`src/hw/rtl/ocrm_pkg.sv`:
```
// ============================================================================
// ocrm_pkg
// Shared widths, codes, state encoding and the command and status bundles
// that join the controller and the datapath of the closing-rate monitor.
// ============================================================================
package ocrm_pkg;

  localparam int unsigned DATA_W = 32;
  localparam int unsigned MAG_W  = 33;
  localparam int unsigned PROD_W = 66;
  localparam int unsigned ACC_W  = 68;
  localparam int unsigned ROOT_W = 34;
  localparam int unsigned SUM_W  = 40;
  localparam int unsigned DVD_W  = 72;
  localparam int unsigned DVS_W  = 40;
  localparam int unsigned CNT_W  = 7;
  localparam int unsigned OBJ_W  = 3;
  localparam int unsigned WL_W   = 5;

  localparam logic [WL_W-1:0]  WL_RESET = 5'd10;
  localparam logic [CNT_W-1:0] ITER_VEL = 7'd49;
  localparam logic [CNT_W-1:0] ITER_AVG = 7'd40;
  localparam logic [CNT_W-1:0] ITER_FAC = 7'd72;

  localparam logic [DATA_W-1:0] S32_MAX = 32'h7FFF_FFFF;
  localparam logic [DATA_W-1:0] S32_MIN = 32'h8000_0000;
  localparam logic [DATA_W-1:0] U32_MAX = 32'hFFFF_FFFF;

  typedef enum logic [1:0] {
    ACT_OBSTACLE = 2'd0,
    ACT_VEHICLE  = 2'd1,
    ACT_EVALUATE = 2'd2,
    ACT_NONE     = 2'd3
  } action_t;

  typedef enum logic [4:0] {
    ST_IDLE,
    ST_VEL_LOAD,
    ST_VEL_DIV,
    ST_VEL_WAIT,
    ST_DROP_CHK,
    ST_DROP_RD,
    ST_DROP_SUB,
    ST_PUSH,
    ST_AVG_DIV,
    ST_AVG_WAIT,
    ST_EV_LOAD,
    ST_EV_MUL,
    ST_EV_ACC1,
    ST_EV_ACC2,
    ST_SQRT,
    ST_SQRT_WAIT,
    ST_EV_DEC,
    ST_FDIV_WAIT,
    ST_OUT
  } state_t;

  typedef struct packed {
    logic             vel_load;
    logic             vel_zero;
    logic             vel_start;
    logic             vel_take;
    logic             drop_rd;
    logic             drop_sub;
    logic             push;
    logic             avg_start;
    logic             avg_take;
    logic             ev_load;
    logic             ev_mul;
    logic             ev_acc1;
    logic             ev_acc2;
    logic             sqrt_start;
    logic             fac_zero;
    logic             fac_max;
    logic             fac_start;
    logic             fac_take;
    logic             out_load;
    logic             out_last;
    logic [1:0]       axis;
    logic [OBJ_W-1:0] obj;
  } cmd_t;

  typedef struct packed {
    logic dt_zero;
    logic div_busy;
    logic sqrt_busy;
    logic drop_needed;
    logic d_nonneg;
    logic root_zero;
    logic out_free;
  } status_t;

endpackage

```
`src/hw/rtl/ocrm_ctrl.sv`:
```
// ============================================================================
// ocrm_ctrl
// Controller: decodes requests and sequences the datapath per axis and
// per obstacle.
// ============================================================================
module ocrm_ctrl #(
  parameter int unsigned NUM_OBSTACLES = 2
) (
  input  logic                    clk,
  input  logic                    rst_n,
  input  logic                    in_valid,
  input  logic [1:0]              in_action,
  input  logic                    in_object_index,
  output logic                    in_ready,
  input  ocrm_pkg::status_t       status,
  output ocrm_pkg::cmd_t          cmd
);

  localparam int unsigned EVAL_COUNT = (NUM_OBSTACLES < 2) ? NUM_OBSTACLES : 2;
  localparam logic [ocrm_pkg::OBJ_W-1:0] LAST_OBJ = ocrm_pkg::OBJ_W'(EVAL_COUNT - 1);

  ocrm_pkg::state_t              state_r, state_nxt;
  logic [1:0]                    axis_r, axis_nxt;
  logic [ocrm_pkg::OBJ_W-1:0]    obj_r, obj_nxt;

  always_ff @(posedge clk) begin
    if (!rst_n) begin
      state_r <= ocrm_pkg::ST_IDLE;
      axis_r  <= '0;
      obj_r   <= '0;
    end else begin
      state_r <= state_nxt;
      axis_r  <= axis_nxt;
      obj_r   <= obj_nxt;
    end
  end

  always_comb begin
    state_nxt = state_r;
    axis_nxt  = axis_r;
    obj_nxt   = obj_r;
    in_ready  = 1'b0;
    cmd       = '0;
    cmd.axis  = axis_r;
    cmd.obj   = obj_r;
    unique case (state_r)
      ocrm_pkg::ST_IDLE: begin
        in_ready = 1'b1;
        axis_nxt = '0;
        if (in_valid) begin
          unique case (ocrm_pkg::action_t'(in_action))
            ocrm_pkg::ACT_OBSTACLE: begin
              if (int'(in_object_index) < int'(NUM_OBSTACLES)) begin
                obj_nxt   = ocrm_pkg::OBJ_W'(in_object_index);
                state_nxt = ocrm_pkg::ST_VEL_LOAD;
              end
            end
            ocrm_pkg::ACT_EVALUATE: begin
              obj_nxt   = '0;
              state_nxt = ocrm_pkg::ST_EV_LOAD;
            end
            default: begin
            end
          endcase
        end
      end
      ocrm_pkg::ST_VEL_LOAD: begin
        cmd.vel_load = 1'b1;
        state_nxt    = ocrm_pkg::ST_VEL_DIV;
      end
      ocrm_pkg::ST_VEL_DIV: begin
        if (status.dt_zero) begin
          cmd.vel_zero = 1'b1;
          axis_nxt     = (axis_r == 2'd2) ? 2'd0 : axis_r + 2'd1;
          state_nxt    = (axis_r == 2'd2) ? ocrm_pkg::ST_DROP_CHK : ocrm_pkg::ST_VEL_LOAD;
        end else begin
          cmd.vel_start = 1'b1;
          state_nxt     = ocrm_pkg::ST_VEL_WAIT;
        end
      end
      ocrm_pkg::ST_VEL_WAIT: begin
        if (!status.div_busy) begin
          cmd.vel_take = 1'b1;
          axis_nxt     = (axis_r == 2'd2) ? 2'd0 : axis_r + 2'd1;
          state_nxt    = (axis_r == 2'd2) ? ocrm_pkg::ST_DROP_CHK : ocrm_pkg::ST_VEL_LOAD;
        end
      end
      ocrm_pkg::ST_DROP_CHK: begin
        state_nxt = status.drop_needed ? ocrm_pkg::ST_DROP_RD : ocrm_pkg::ST_PUSH;
      end
      ocrm_pkg::ST_DROP_RD: begin
        cmd.drop_rd = 1'b1;
        state_nxt   = ocrm_pkg::ST_DROP_SUB;
      end
      ocrm_pkg::ST_DROP_SUB: begin
        cmd.drop_sub = 1'b1;
        state_nxt    = ocrm_pkg::ST_DROP_CHK;
      end
      ocrm_pkg::ST_PUSH: begin
        cmd.push  = 1'b1;
        axis_nxt  = '0;
        state_nxt = ocrm_pkg::ST_AVG_DIV;
      end
      ocrm_pkg::ST_AVG_DIV: begin
        cmd.avg_start = 1'b1;
        state_nxt     = ocrm_pkg::ST_AVG_WAIT;
      end
      ocrm_pkg::ST_AVG_WAIT: begin
        if (!status.div_busy) begin
          cmd.avg_take = 1'b1;
          axis_nxt     = (axis_r == 2'd2) ? 2'd0 : axis_r + 2'd1;
          state_nxt    = (axis_r == 2'd2) ? ocrm_pkg::ST_IDLE : ocrm_pkg::ST_AVG_DIV;
        end
      end
      ocrm_pkg::ST_EV_LOAD: begin
        cmd.ev_load = 1'b1;
        state_nxt   = ocrm_pkg::ST_EV_MUL;
      end
      ocrm_pkg::ST_EV_MUL: begin
        cmd.ev_mul = 1'b1;
        state_nxt  = ocrm_pkg::ST_EV_ACC1;
      end
      ocrm_pkg::ST_EV_ACC1: begin
        cmd.ev_acc1 = 1'b1;
        state_nxt   = ocrm_pkg::ST_EV_ACC2;
      end
      ocrm_pkg::ST_EV_ACC2: begin
        cmd.ev_acc2 = 1'b1;
        axis_nxt    = (axis_r == 2'd2) ? 2'd0 : axis_r + 2'd1;
        state_nxt   = (axis_r == 2'd2) ? ocrm_pkg::ST_SQRT : ocrm_pkg::ST_EV_LOAD;
      end
      ocrm_pkg::ST_SQRT: begin
        cmd.sqrt_start = 1'b1;
        state_nxt      = ocrm_pkg::ST_SQRT_WAIT;
      end
      ocrm_pkg::ST_SQRT_WAIT: begin
        if (!status.sqrt_busy) begin
          state_nxt = ocrm_pkg::ST_EV_DEC;
        end
      end
      ocrm_pkg::ST_EV_DEC: begin
        if (status.d_nonneg) begin
          cmd.fac_zero = 1'b1;
          state_nxt    = ocrm_pkg::ST_OUT;
        end else if (status.root_zero) begin
          cmd.fac_max = 1'b1;
          state_nxt   = ocrm_pkg::ST_OUT;
        end else begin
          cmd.fac_start = 1'b1;
          state_nxt     = ocrm_pkg::ST_FDIV_WAIT;
        end
      end
      ocrm_pkg::ST_FDIV_WAIT: begin
        if (!status.div_busy) begin
          cmd.fac_take = 1'b1;
          state_nxt    = ocrm_pkg::ST_OUT;
        end
      end
      ocrm_pkg::ST_OUT: begin
        if (status.out_free) begin
          cmd.out_load = 1'b1;
          cmd.out_last = (obj_r == LAST_OBJ);
          axis_nxt     = '0;
          if (obj_r == LAST_OBJ) begin
            state_nxt = ocrm_pkg::ST_IDLE;
          end else begin
            obj_nxt   = obj_r + 1'b1;
            state_nxt = ocrm_pkg::ST_EV_LOAD;
          end
        end
      end
      default: begin
        state_nxt = ocrm_pkg::ST_IDLE;
      end
    endcase
  end

  a_out_free: assert property (@(posedge clk) disable iff (!rst_n)
    cmd.out_load |-> status.out_free) else $error("result loaded over pending result");
  a_fdiv_out: assert property (@(posedge clk) disable iff (!rst_n)
    (state_r == ocrm_pkg::ST_FDIV_WAIT && !status.div_busy)
      |=> (state_r == ocrm_pkg::ST_OUT)) else $error("factor not forwarded");
  a_obj_range: assert property (@(posedge clk) disable iff (!rst_n)
    (state_r != ocrm_pkg::ST_IDLE) |-> (int'(obj_r) < int'(NUM_OBSTACLES)))
    else $error("obstacle index out of range");

endmodule
```
`config.mk`:
```
export PLATFORM = sky130hd
export DESIGN_NAME = ocrm_ctrl
export DESIGN_NICKNAME = d
export VERILOG_FILES = /design/src/hw/rtl/ocrm_pkg.sv /design/src/hw/rtl/ocrm_ctrl.sv
export SDC_FILE = /design/constraint.sdc
export NUM_CORES = 1
export LEC_CHECK = 0
export BUFFER_PORTS_ARGS = -buffer_cell sky130_fd_sc_hd__buf_4
export CAP_MARGIN = 20
export CORE_UTILIZATION = 52
export CTS_CLUSTER_DIAMETER = 100
export DETAILED_ROUTE_END_ITERATION = 16
export GPL_ROUTABILITY_DRIVEN = 0
export PLACE_DENSITY = 0.85
export SYNTH_ARGS = -nofsm -noshare
export SYNTH_HDL_FRONTEND = slang
export SYNTH_SLANG_ARGS = --single-unit
```
`constraint.sdc`:
```
create_clock -name clk -period 4.05 [get_ports clk]
set_input_delay 0.6075 -clock clk [delete_from_list [all_inputs] [get_ports clk]]
set_output_delay 0.6075 -clock clk [all_outputs]
set_load 0.02 [all_outputs]
```
==> flow_summary.ini <==
[critical_path]
worst-r2r-cell-count = 5
crit_chain = nor4b_2, and3_1, nor2b_1, buf_4
start_kind = register
cp.required_ns = 3.44
crit_type = reg -> out
r2r_start = state_r[1]$_SDFFE_PN0P_
endpoint_kind = primary output
worstReg2RegEnd = obj_r[0]$_SDFFE_PN0P_
endpoint = cmd[5]
crit_arrival_ns = 2.03
r2r_slack_ns = 1.83
crit_slowest_cell = dfxtp_1
cp-startpoint = state_r[1]$_SDFFE_PN0P_
slowest_delay_ns = 0.74
cp_max_fo = 21

[pwr]
power.internal_w = 0.000353
seqPwrFrac_pct = 27.6
swShare_pct = 49.2
ir_worst_vdd_mv = 0.465
p_switching_w = 0.000342
p_leak_nw = 0.589
clockPowerShare_pct = 12.7
p_per_area_mw_per_mm2 = 538
combPwrFrac_pct = 59.7

[route]
dr.pass1.iters = 7
wirelength_mm = 2.74
routed-via-count = 1168
wire_per_inst_um = 13.7
top_layer = met4
wl_met2_mm = 1.30
avgViaCountPerCell = 5.84
drt_first_iter_violations = 45
drc_errors = 0
drtAntennaViolNets = 0
wl_met1_mm = 1.22
route.met3.wl_um = 193

[sta]
worst_slack_ns = 1.41
worst_pin_slew_ns = 0.656
max_slew_margin_pct = 56.2
setup_viol = 0
rsz0062_at_grt = no
finClkSkew_ns = 0.00171
finalCriticalPeriod_ns = 2.64
slew_viol_final = 0
hold_viol_final = 0
finalCritPeriodShare_pct = 65.2
setup_tns_ns = 0
fmax_mhz = 379

[floorplan]
core_mm2 = 0.00176
io-pin-count = 39
die-width_um = 45.7
start_util_pct = 56.3
die_h_um = 45.7
fp-row-count = 15
die-area_mm2 = 0.00209

[clock_tree]
cts_tree = done
clock_sinks = 10
cts_setup_buffers = 0
max-clock-path-buffers = 2
clk_latency_ns = 0.26
cts.htree.levels = 1
clockRootBuffer = clkbuf_4
holdBufCountCts = 0
post_cts_resized = 0
cts_buffers = 3
clk_pin_slew_ns = 0.06

[synthesis]
synth-seq-cells = 10
ys_seq_area_share_pct = 20.2
synth_top_cell_by_area = dfxtp_1
async_flop_share_pct = 0
synth_ff_type = dfxtp_1
synth.top_cell.area_share_pct = 20.2
avgSynthCellArea_um2 = 6.95
ys_warn_count = 0
synth_cells = 143
yosysUniqueCellTypes = 41
synth_area_leaders = dfxtp_1 (20%), nor2_1 (8.7%), nor3_1 (5.0%)
synth_nets = 158
netlist_area_um2 = 993
synth_edf_count = 0

[finish]
n_antenna_cell = 0
finalInstanceArea_mm2 = 0.00129
fill_cells = 157
drive_gt1_share_pct = 29.1
final_nets = 191
multi_input_area_um2 = 716
seq_area_um2 = 200
areaGrowthSynthToFinish_pct = 30.0

[job]
maxCapViolCount = 0

[placed_design]
hpwl_mm = 2.11
post-place-ws_ns = 1.75
dpl_cell_area_mm2 = 0.00125
port_buffers = 38

[global_routing]
grt_max_degree = 22
grt_pass1_vias = 1007
grt_pass1_wl_mm = 4.42
grt.overflow.total = 0
antenna_found_initial = 0
grt_usage_pct = 28.8

[min_path]
hold_path_class = reg -> reg

[outcome]
status = finished, final reports clean
[how the worst min path moves through the flow]
stage | from | endpoint | slack, ns | cells after the start
floorplan | obj_r[1]$_SDFFE_PN0P_ | obj_r[1]$_SDFFE_PN0P_ | 0.56 | 2
global placement | obj_r[1]$_SDFFE_PN0P_ | obj_r[1]$_SDFFE_PN0P_ | 0.48 | 2
detailed placement | axis_r[1]$_SDFFE_PN0P_ | axis_r[1]$_SDFFE_PN0P_ | 0.49 | 2
CTS | axis_r[1]$_SDFFE_PN0P_ | axis_r[1]$_SDFFE_PN0P_ | 0.50 | 2
global route | axis_r[1]$_SDFFE_PN0P_ | axis_r[1]$_SDFFE_PN0P_ | 0.52 | 2
finish | axis_r[1]$_SDFFE_PN0P_ | axis_r[1]$_SDFFE_PN0P_ | 0.50 | 2
[logic make-up (layout without fill, tap and decap cells)]
kind of cell,Yosys count,count (layout),synth area share [%]
compound gates,29,29,21.4
xor+xnor,2,2,1.76
fa+ha+maj,2,2,2.52
buf+inv,16,48,7.81
flops,10,10,20.2
mux,2,2,2.02
simple gates,82,82,44.3
[critical path: cells and delay by family (launching register included)]
family | cells | cell delay [ns]
buffers and inverters | 1 | 0.16
flip-flops | 1 | 0.74
AND/OR/NAND/NOR | 3 | 0.87
[power groups by stage]
stage          clock network [W]  logic, W  registers [W]
5_1_grt                0.0000942  0.000456       0.000198
6_report               0.0000884  0.000415       0.000191
3_5_place_dp                   0  0.000411       0.000189
4_1_cts                0.0000928  0.000413       0.000188
3_3_place_gp                   0  0.000402       0.000187
2_1_floorplan                  0  0.000369       0.000142
[per-layer routing]
metal | global-route usage [%] | up-vias
met5 | 0 | -
met4 | 11.8 | 0
met3 | 3.97 | 4
met2 | 46.3 | 57
met1 | 38.6 | 532
li1 | - | 575
[cells in the mapped netlist (3+ instances only)]
cell type   n
inv_1       6
nand3_1     5
nor2b_1     6
dfxtp_1    10
nor2_1     23
nor3_1     10
and3_1      3
a211oi_2    3
o21ai_0     7
or3_1       5
clkbuf_1    5
nand2_1    11
a21oi_1     7
nand2b_1    4
[layout by cell type (no fill, tap or decap), types with 3 or more instances in the layout]
cell type	Yosys	final
inv_1	6	6
nand2b_1	4	4
a211oi_2	3	3
clkbuf_4	0	3
or3_1	5	5
nor2b_1	6	6
o21ai_0	7	7
nand2_1	11	11
a21oi_1	7	7
buf_4	0	38
and3_1	3	3
nor3_1	10	10
nor2_1	23	23
dfxtp_1	10	10
nand3_1	5	5
[per-stage QoR]
step	std cells	utilization (%)	hold slack, ns	total power, W
final	200	73.2	0.504	0.000695
after floorplan	143	-	0.556	0.000511
after global placement	196	71.1	0.478	0.000588
after CTS	200	73.2	0.504	0.000694
after detailed placement	196	71.1	0.492	0.000601
after global routing	200	73.2	0.523	0.000748
[area by class of cell]
cell class,instances,share of cell area [%]
sequential,10,15.5
timing repair buffer,38,22.1
inverter,6,1.74
clock buffer,4,2.81
tap,25,2.42
multi-input combinational,117,55.4
[flip-flops by register name, summed over array words and instances, names as in the netlist]
| name | cells |
|---|---|
| state_r | 5 |
| obj_r | 3 |
| axis_r | 2 |
Power figures use the tool's default switching activity.
